**src/rtl/dte_pkg.sv**
```systemverilog
`timescale 1ns / 1ps
// Shared types, constants and the sine table of the tone generator.
package dte_pkg;

   localparam int TABLE_DEPTH     = 256;
   localparam int TABLE_AMPLITUDE = 1023;
   localparam int ADDR_W          = $clog2(TABLE_DEPTH);
   localparam int SAMPLE_W        = $clog2(TABLE_AMPLITUDE + 1) + 1;
   localparam int SUM_W           = SAMPLE_W + 1;
   localparam int ACC_W           = 32;
   localparam int LEVEL_W         = 9;
   localparam int CODE_W          = 3;
   localparam int DAC_W           = 16;
   localparam int CSR_INDEX_W     = 2;

   localparam logic [LEVEL_W-1:0] LEVEL_FULL = 9'd255;
   localparam logic [LEVEL_W-1:0] LEVEL_STEP = 9'd2;
   localparam logic [DAC_W-1:0]   CHAN_A_BITS = 16'h3000;
   localparam logic [DAC_W-1:0]   MID_CODE    = 16'd2048;

   localparam logic [CODE_W-1:0] PHASE_IDLE_A    = 3'd0;
   localparam logic [CODE_W-1:0] PHASE_ATTACK_A  = 3'd1;
   localparam logic [CODE_W-1:0] PHASE_SUSTAIN_A = 3'd2;
   localparam logic [CODE_W-1:0] PHASE_RELEASE_A = 3'd3;
   localparam logic [CODE_W-1:0] PHASE_ATTACK_B  = 3'd4;
   localparam logic [CODE_W-1:0] PHASE_SUSTAIN_B = 3'd5;
   localparam logic [CODE_W-1:0] PHASE_RELEASE_B = 3'd6;
   localparam logic [CODE_W-1:0] PHASE_IDLE_B    = 3'd7;

   localparam logic [CSR_INDEX_W-1:0] REG_LOW_INC  = 2'd0;
   localparam logic [CSR_INDEX_W-1:0] REG_HIGH_INC = 2'd1;
   localparam logic [CSR_INDEX_W-1:0] REG_TEST_INC = 2'd2;

   typedef struct packed {
      logic [LEVEL_W-1:0] level;
      logic [CODE_W-1:0]  code;
   } env_state_type;

   typedef logic signed [SAMPLE_W-1:0] rom_type [TABLE_DEPTH];

   // Q31 angles and rounded-up reciprocals of the Taylor series divisors
   localparam logic [63:0]  PI_Q      = 64'd6746518852;
   localparam logic [63:0]  HALF_PI_Q = 64'd3373259426;
   localparam int           RCP_SHIFT = 73;
   localparam logic [191:0] RCP_ONE   = 192'd1 << RCP_SHIFT;
   localparam logic [191:0] SIN_RCP [10] = '{
      (RCP_ONE + 192'd5) / 192'd6,     (RCP_ONE + 192'd19) / 192'd20,
      (RCP_ONE + 192'd41) / 192'd42,   (RCP_ONE + 192'd71) / 192'd72,
      (RCP_ONE + 192'd109) / 192'd110, (RCP_ONE + 192'd155) / 192'd156,
      (RCP_ONE + 192'd209) / 192'd210, (RCP_ONE + 192'd271) / 192'd272,
      (RCP_ONE + 192'd341) / 192'd342, (RCP_ONE + 192'd419) / 192'd420};

   localparam logic [191:0] ANGLE_DIV   = 192'(1000 * TABLE_DEPTH);
   localparam int           ANGLE_SHIFT = 64 + $clog2(1000 * TABLE_DEPTH);
   localparam logic [191:0] ANGLE_RCP   =
      ((192'd1 << ANGLE_SHIFT) + ANGLE_DIV - 192'd1) / ANGLE_DIV;

   function automatic logic [63:0] sin_q(input logic [63:0] x);
      logic [63:0]        x2;
      logic [63:0]        term;
      logic signed [63:0] acc;
      x2   = (x * x) >> 31;
      term = x;
      acc  = $signed(x);
      for (int n = 1; n <= 10; n++) begin
         term = (term * x2) >> 31;
         term = 64'((192'(term) * SIN_RCP[n-1]) >> RCP_SHIFT);
         if (n[0]) begin
            acc = acc - $signed(term);
         end else begin
            acc = acc + $signed(term);
         end
      end
      if (acc < 0) begin
         acc = 64'sd0;
      end
      return $unsigned(acc);
   endfunction

   function automatic rom_type build_rom();
      rom_type     rom;
      logic [63:0] th;
      logic [63:0] mag;
      logic        neg;
      for (int k = 0; k < TABLE_DEPTH; k++) begin
         th  = 64'((192'((64'(k) * 64'd6283) << 31) * ANGLE_RCP) >> ANGLE_SHIFT);
         neg = 1'b0;
         if (th >= PI_Q) begin
            th  = th - PI_Q;
            neg = 1'b1;
         end
         if (th > HALF_PI_Q) begin
            th = (th < PI_Q) ? PI_Q - th : 64'd0;
         end
         mag = (64'(TABLE_AMPLITUDE) * sin_q(th)) >> 31;
         rom[k] = neg ? SAMPLE_W'(-mag) : SAMPLE_W'(mag);
      end
      return rom;
   endfunction

   localparam rom_type SINE_ROM = build_rom();

endpackage

```
**src/rtl/dte_envelope.sv**
```systemverilog
`timescale 1ns / 1ps
// Next-state logic of the ramp envelope: level and phase code for one tick.
module dte_envelope (
   input  dte_pkg::env_state_type cur,
   input  logic                   test_mode,
   input  logic                   key_released,
   output dte_pkg::env_state_type nxt
);

   logic [dte_pkg::LEVEL_W-1:0] lvl_up;
   logic [dte_pkg::LEVEL_W-1:0] lvl_dn;

   assign lvl_up = (cur.level < dte_pkg::LEVEL_FULL) ? cur.level + dte_pkg::LEVEL_STEP
                                                     : cur.level;
   assign lvl_dn = (cur.level >= dte_pkg::LEVEL_STEP) ? cur.level - dte_pkg::LEVEL_STEP
                                                      : '0;

   always_comb begin
      nxt = cur;
      if (test_mode) begin
         nxt.level = key_released ? '0 : dte_pkg::LEVEL_FULL;
      end else begin
         case (cur.code) inside
            dte_pkg::PHASE_ATTACK_A, dte_pkg::PHASE_ATTACK_B: begin
               nxt.level = lvl_up;
               if (lvl_up >= dte_pkg::LEVEL_FULL) begin
                  nxt.code = (cur.code == dte_pkg::PHASE_ATTACK_A) ? dte_pkg::PHASE_SUSTAIN_A
                                                                   : dte_pkg::PHASE_SUSTAIN_B;
               end
            end
            dte_pkg::PHASE_RELEASE_A, dte_pkg::PHASE_RELEASE_B: begin
               // odd residue of one clears now, phase moves on the next tick
               nxt.level = (lvl_dn == 9'd1) ? '0 : lvl_dn;
               if (lvl_dn == '0) begin
                  nxt.code = (cur.code == dte_pkg::PHASE_RELEASE_A) ? dte_pkg::PHASE_IDLE_A
                                                                    : dte_pkg::PHASE_IDLE_B;
               end
            end
            default: begin
               nxt = cur;
            end
         endcase
      end
   end

endmodule

```
**src/rtl/dds_tone_envelope_dac.sv**
```systemverilog
`timescale 1ns / 1ps
// Dual-tone DDS generator with ramp envelope and DAC word output.
// A tick beat's result is held in a result register. Throughput: one beat
// per cycle while no held result waits on rsp_tready; the accumulate, sine
// table lookup and 9 x 12 envelope multiply all sit between the state
// registers and the result register. A set-phase beat gives no result.
// Reset (synchronous, active high) clears increments, accumulators, envelope.
module dds_tone_envelope_dac (
   input  logic        clock,
   input  logic        reset,
   input  logic        req_tvalid,
   output logic        req_tready,
   input  logic [7:0]  req_tdata,   // new_phase[2:0], test_mode[3], key_released[4]
   input  logic        req_tuser,   // action
   output logic        rsp_tvalid,
   input  logic        rsp_tready,
   output logic [31:0] rsp_tdata,   // dac_word[15:0], envelope_level[24:16],
                                    // envelope_phase[27:25]
   input  logic        csr_we,
   input  logic [1:0]  csr_index,
   input  logic [31:0] csr_wdata
);

   localparam int PROD_W  = dte_pkg::SUM_W + dte_pkg::LEVEL_W + 1;
   localparam int SHIFT_W = PROD_W - 8;

   logic [dte_pkg::ACC_W-1:0] low_inc_ff, high_inc_ff, test_inc_ff;
   logic [dte_pkg::ACC_W-1:0] low_ph_ff, high_ph_ff, test_ph_ff;
   logic [dte_pkg::ACC_W-1:0] low_ph_in, high_ph_in, test_ph_in;
   dte_pkg::env_state_type    env_ff, env_in;
   logic                      rsp_valid_ff;
   logic [31:0]               rsp_data_ff, rsp_data_in;

   logic                               req_fire;
   logic                               test_mode;
   logic signed [dte_pkg::SAMPLE_W-1:0] low_s, high_s, test_s;
   logic signed [dte_pkg::SUM_W-1:0]    sum;
   logic signed [PROD_W-1:0]            prod;
   logic signed [SHIFT_W-1:0]           shifted;
   logic [dte_pkg::DAC_W-1:0]           dac_word;

   assign req_tready = !rsp_valid_ff || rsp_tready;
   assign req_fire   = req_tvalid && req_tready;
   assign test_mode  = req_tdata[3];

   dte_envelope u_envelope (
      .cur          (env_ff),
      .test_mode    (test_mode),
      .key_released (req_tdata[4]),
      .nxt          (env_in)
   );

   assign low_ph_in  = low_ph_ff + low_inc_ff;
   assign high_ph_in = high_ph_ff + high_inc_ff;
   assign test_ph_in = test_ph_ff + test_inc_ff;

   assign low_s  = dte_pkg::SINE_ROM[low_ph_in[dte_pkg::ACC_W-1 -: dte_pkg::ADDR_W]];
   assign high_s = dte_pkg::SINE_ROM[high_ph_in[dte_pkg::ACC_W-1 -: dte_pkg::ADDR_W]];
   assign test_s = dte_pkg::SINE_ROM[test_ph_in[dte_pkg::ACC_W-1 -: dte_pkg::ADDR_W]];

   assign sum = test_mode ? dte_pkg::SUM_W'(test_s)
                          : dte_pkg::SUM_W'(low_s) + dte_pkg::SUM_W'(high_s);
   assign prod     = PROD_W'($signed({1'b0, env_in.level})) * PROD_W'(sum);
   assign shifted  = SHIFT_W'(prod >>> 8);
   assign dac_word = dte_pkg::CHAN_A_BITS | (dte_pkg::DAC_W'(shifted) + dte_pkg::MID_CODE);

   assign rsp_data_in = {4'b0, env_in.code, env_in.level, dac_word};

   always_ff @(posedge clock) begin
      if (reset) begin
         low_inc_ff   <= '0;
         high_inc_ff  <= '0;
         test_inc_ff  <= '0;
         low_ph_ff    <= '0;
         high_ph_ff   <= '0;
         test_ph_ff   <= '0;
         env_ff       <= '0;
         rsp_valid_ff <= 1'b0;
      end else begin
         if (csr_we) begin
            unique case (csr_index)
               dte_pkg::REG_LOW_INC:  low_inc_ff  <= csr_wdata;
               dte_pkg::REG_HIGH_INC: high_inc_ff <= csr_wdata;
               dte_pkg::REG_TEST_INC: test_inc_ff <= csr_wdata;
               default: ;
            endcase
         end
         if (req_fire && !req_tuser) begin
            rsp_valid_ff <= 1'b1;
         end else if (rsp_tready) begin
            rsp_valid_ff <= 1'b0;
         end
         if (req_fire) begin
            if (req_tuser) begin
               env_ff.code <= req_tdata[2:0];
            end else begin
               env_ff       <= env_in;
               low_ph_ff    <= low_ph_in;
               high_ph_ff   <= high_ph_in;
               test_ph_ff   <= test_ph_in;
            end
         end
      end
   end

   always_ff @(posedge clock) begin
      if (req_fire && !req_tuser) begin
         rsp_data_ff <= rsp_data_in;
      end
   end

   assign rsp_tvalid = rsp_valid_ff;
   assign rsp_tdata  = rsp_data_ff;

endmodule
```
**config.mk**
```make
export PLATFORM = sky130hd
export DESIGN_NAME = dds_tone_envelope_dac
export DESIGN_NICKNAME = d
export VERILOG_FILES = /design/src/rtl/dte_pkg.sv /design/src/rtl/dte_envelope.sv /design/src/rtl/dds_tone_envelope_dac.sv
export SDC_FILE = /design/constraint.sdc
export NUM_CORES = 1
export LEC_CHECK = 0
export ABC_AREA = 1
export ABC_CLOCK_PERIOD_IN_PS = 9900
export BUFFER_PORTS_ARGS = -buffer_cell sky130_fd_sc_hd__buf_2
export CAP_MARGIN = 0
export CELL_PAD_IN_SITES_DETAIL_PLACEMENT = 1
export CELL_PAD_IN_SITES_GLOBAL_PLACEMENT = 2
export CORE_ASPECT_RATIO = 1.1
export CORE_MARGIN = 5
export CORE_UTILIZATION = 32
export DETAILED_ROUTE_END_ITERATION = 6
export HOLD_SLACK_MARGIN = 0.05
export PLACE_DENSITY = 0.75
export SLEW_MARGIN = 10
export SYNTH_ARGS = -nofsm -noshare
export SYNTH_HDL_FRONTEND = slang
export SYNTH_HIERARCHICAL = 1
export SYNTH_SLANG_ARGS = --single-unit
```
**constraint.sdc**
```tcl
create_clock -name clock -period 9.9 [get_ports clock]
set_input_delay 1.98 -clock clock [delete_from_list [all_inputs] [get_ports clock]]
set_output_delay 1.98 -clock clock [all_outputs]
set_load 0.01 [all_outputs]
```
==> summary.md <==
| Metric | Value |
|---|---|
| Hold Path Depth | `2` |
| First-pass GRT wire length | `around 190 mm` |
| P_int | `approximately 7.6 mW` |
| Die span in y | `approximately 310 um` |
| Die width | `285 um` |
| Clock root buffer | `clkbuf_16` |
| CTS tree | `done` |
| DP Wirelength | `93.6 mm` |
| Htree depth | `1` |
| Hold Path Sink | `low_inc_ff[21]` |
| Clk buf depth | `3` |
| Cells taking the most area after synthesis | `dfxtp_1 (15%), nand2_1 (13%), ha_1 (9.2%)` |
| Pwr per Cell Area | `404 mW/mm2` |
| R2R Setup Slk | `-0.41 ns` |
| CP Launch Type | `flop` |
| Worst hold slack | `approximately 0.5 ns` |
| Core Footprint | `approximately 0.083 mm2` |
| IO Count | `~80` |
| Tcrit/Tclk final | `104%` |
| Sw power | `7.25 mW` |
| Ys flop type | `dfxtp_1` |
| Comb pwr share | `between 80% and 90%` |
| Sequential fraction of the synthesis area | `~18%` |
| Setup violations, final | `10` |
| CP required | `a little over 10 ns` |
| Total vias in the final route | `about 32000` |
| Ratio of cells with drive above 1 in the final layout | `between 20% and 30%` |
| Worst-path clk slew | `0.06 ns` |
| Slew margin rel. | `between 20% and 30%` |
| Total CTS buffers | `30` |
| Global placement routability congestion | `1.02` |
| Actual slew at the worst max-slew pin | `approximately 1.1 ns` |
| Most common cell after layout, fill and taps aside | `nand2_1` |
| DRT iter0 DRCs | `roughly 1900` |
| Initial antenna violation count | `13` |
| Port Buffers | `just over 70` |
| Mapped Cells | `4246` |
| CTS Hold Bufs | `0` |
| Max-slew violation count | `0` |
| CTS sink cnt | `230` |
| Metal3 WL | `between 5 and 6 mm` |
| Final #Nets | `5327` |
| Setup ws final | `-0.411 ns` |
| Min Tclk post-route | `roughly 10 ns` |
| Finished Core Util | `between 40% and 50%` |
| Worst reg2reg endpoint | `rsp_tdata[15]` |
| CP bufs+invs | `22` |
| WS Path Type | `flop to flop` |
| Vias in the first global route | `roughly 33000` |
| Worst skew pair latency | `just over 0.6 ns` |
| CP max FO | `4` |
| CP peak stage delay | `~0.58 ns` |
| Vias per cell | `between 5 and 6` |
| Post-synth EDFFs | `25` |
| Setup Skew | `~0.039 ns` |
| Largest vdd supply drop | `~0.9 mV` |
| Hold_sp | `low_inc_ff[21]` |
| Max cap viols | `0` |
| Layout filler cell count | `10738` |
| Clock power frac | `7.6%` |
| Hold WC Path Type | `flop to flop` |
| Failing checks | `setup timing` |
| RSZ-0062 raised after global routing | `yes` |
| Sequential share of power | `under 10%` |
| Fin. Hold Viols | `0` |
| DR pass1 iterations | `5` |
| WL met2 | `59.4 mm` |
| Total track usage | `around a quarter` |
| Effective utilization at floorplan | `about a third` |
| Ys async rst share | `0%` |
| Yosys top cell area share | `between 10% and 20%` |
| Post-route ant nets | `0` |
| Leak | `~19 nW` |
| Post-Route M1 WL | `roughly 52 mm` |
| Largest net degree at the start of global routing | `approximately 110` |
| Total gr overflow | `0` |
| Slowest-stage cell, CP | `fa_1` |
| CP top delay family | `adder cells` |
| Cell taking the most area after synthesis | `dfxtp_1` |
| Worst Path Arrival | `between 10 and 15 ns` |
| Die area | `between 0.08 and 0.09 mm2` |
| Area Growth Syn to Fin | `37.5%` |
| # rows | `between 100 and 150` |
| Residual DRC | `0` |
| Worst Reg-to-Reg Cells | `67` |
| Most frequent cells in the layout | `nand2_1 (886), buf_4 (765), nor2_1 (497), inv_1 (483), o21ai_0 (326)` |
| Worst reg2reg path startpoint | `high_inc_ff[0]` |
| Number of synthesized register bits | `230` |
| Distinct cells, synth | `69` |
| Cell mode on critical path | `buf_4` |
| YS warnings | `6` |
| Maximum operating frequency | `between 90 and 100 MHz` |
| Wirelength, routed | `122 mm` |
| Outcome | `complete, but fails checks` |
| Cell Area, Synth | `around 0.027 mm2` |
| DR WL/cell | `approximately 20 um` |
| DR top layer | `met5` |
| Sw Ratio | `48.8%` |
| Avg Cell Area, Syn | `6.29 um2` |
| Critical path capture point type | `flop` |
## routing by layer
metal	vias up	global-route usage (%)
met4	14	7.32
met3	209	3.05
met1	15514	33.1
li1	15436	-
met2	771	46.5
met5	-	0
## state kept, by name, indices dropped and copies added (netlist names)
| register | cells |
|---|---|
| env_ff | 12 |
| high_inc_ff | 32 |
| high_ph_ff | 32 |
| low_inc_ff | 32 |
| low_ph_ff | 32 |
| rsp_tdata | 25 |
| rsp_tvalid | 1 |
| test_inc_ff | 32 |
| test_ph_ff | 32 |
## area by class of cell
class,instances,area (um2),share of cell area [%]
diodes,4,10.0,0.0272
clock buffers,38,801,2.18
clock inverters,17,210,0.572
inverters,562,2140,5.81
multi-input cells,3279,20500,55.8
flip-flops and latches,230,4860,13.2
well taps,1073,1340,3.65
repair buffers,889,6890,18.8
## power by group through the flow
stage / combinational, mW / sequential [mW] / clock [mW]
floorplan: 4.37 / 1.26 / 0
global placement: 7.86 / 1.26 / 0
detailed placement: 8.03 / 1.26 / 0
CTS: 10.3 / 1.24 / 1.17
global route: 13.4 / 1.25 / 1.21
finish: 12.5 / 1.24 / 1.13
## metrics by stage
| step | setup TNS [ns] | instances | instance area [um2] | total power, mW | worst slack [ns] |
|---|---|---|---|---|---|
| after global placement | -7.93 | 5929 | 33100 | 9.13 | -1.09 |
| after floorplan | 0 | 4250 | 26700 | 5.64 | 0.175 |
| final | -1.97 | 6092 | 36700 | 14.9 | -0.411 |
| after global routing | -7.31 | 6090 | 36700 | 15.9 | -0.904 |
| after CTS | -1.43 | 6050 | 35700 | 12.7 | -0.400 |
| after detailed placement | -10.02 | 5929 | 33100 | 9.30 | -1.29 |
## cell usage after synthesis (8+ instances only)
master and count:
nor2_2 9, buf_2 43, nand2_2 35, o31ai_1 16
o311ai_0 10, nand3_1 285, or2_2 8, o211ai_1 61
a31oi_1 30, buf_6 9, inv_2 12, dfxtp_1 205
o21ai_0 371, inv_1 547, o21bai_1 63, o221ai_1 16
nand3_2 8, nor4_1 8, a22oi_1 8, edfxtp_1 25
fa_1 91, xor2_1 57, nor3_1 34, o2111ai_1 10
o21a_1 9, a211oi_1 11, ha_1 196, o21ai_1 20
clkbuf_1 100, nand4_1 36, xnor2_1 34, buf_4 18
a21oi_1 247, nand2_1 959, nor2_1 551
## how the worst max path moves through the flow
stage,startpoint,to,slack [ns],cells past startpoint
after floorplan,low_inc_ff[0],rsp_tdata[15],0.18,67
after global placement,low_inc_ff[0],rsp_tdata[15],-1.09,68
after detailed placement,low_inc_ff[0],rsp_tdata[15],-1.29,68
after CTS,high_ph_ff[0],rsp_tdata[15],-0.40,62
after global routing,high_ph_ff[0],rsp_tdata[15],-0.90,67
final,high_inc_ff[0],rsp_tdata[15],-0.41,67
## worst min-delay path, stage by stage, from the launching register on
cell and delay (ns):
dfxtp_1 0.33, nor2_1 0.05, nor2_1 0.08
## cells by family after synthesis
family                     after synthesis  share of synthesized area, %
AOI/OAI and AO/OA                      934                          20.6
xor gates and xnor gates                97                          3.56
and+or+nand+nor                       1955                          30.5
DFF                                    230                          18.2
adders and majority gates              287                          16.0
buffers and inverters                  741                          11.2
other                                    2                        0.0281
## timing repair
item / in CTS / in global routing
endpoints found under the hold margin: 0 / 0
setup endpoints to repair: 13 / 13
cloned: 1 / 0
gates resized for setup: 299 / 193
pin swaps: 160 / 160
setup buffers: 69 / 42
No activity file was read; power rests on OpenSTA's default activity.
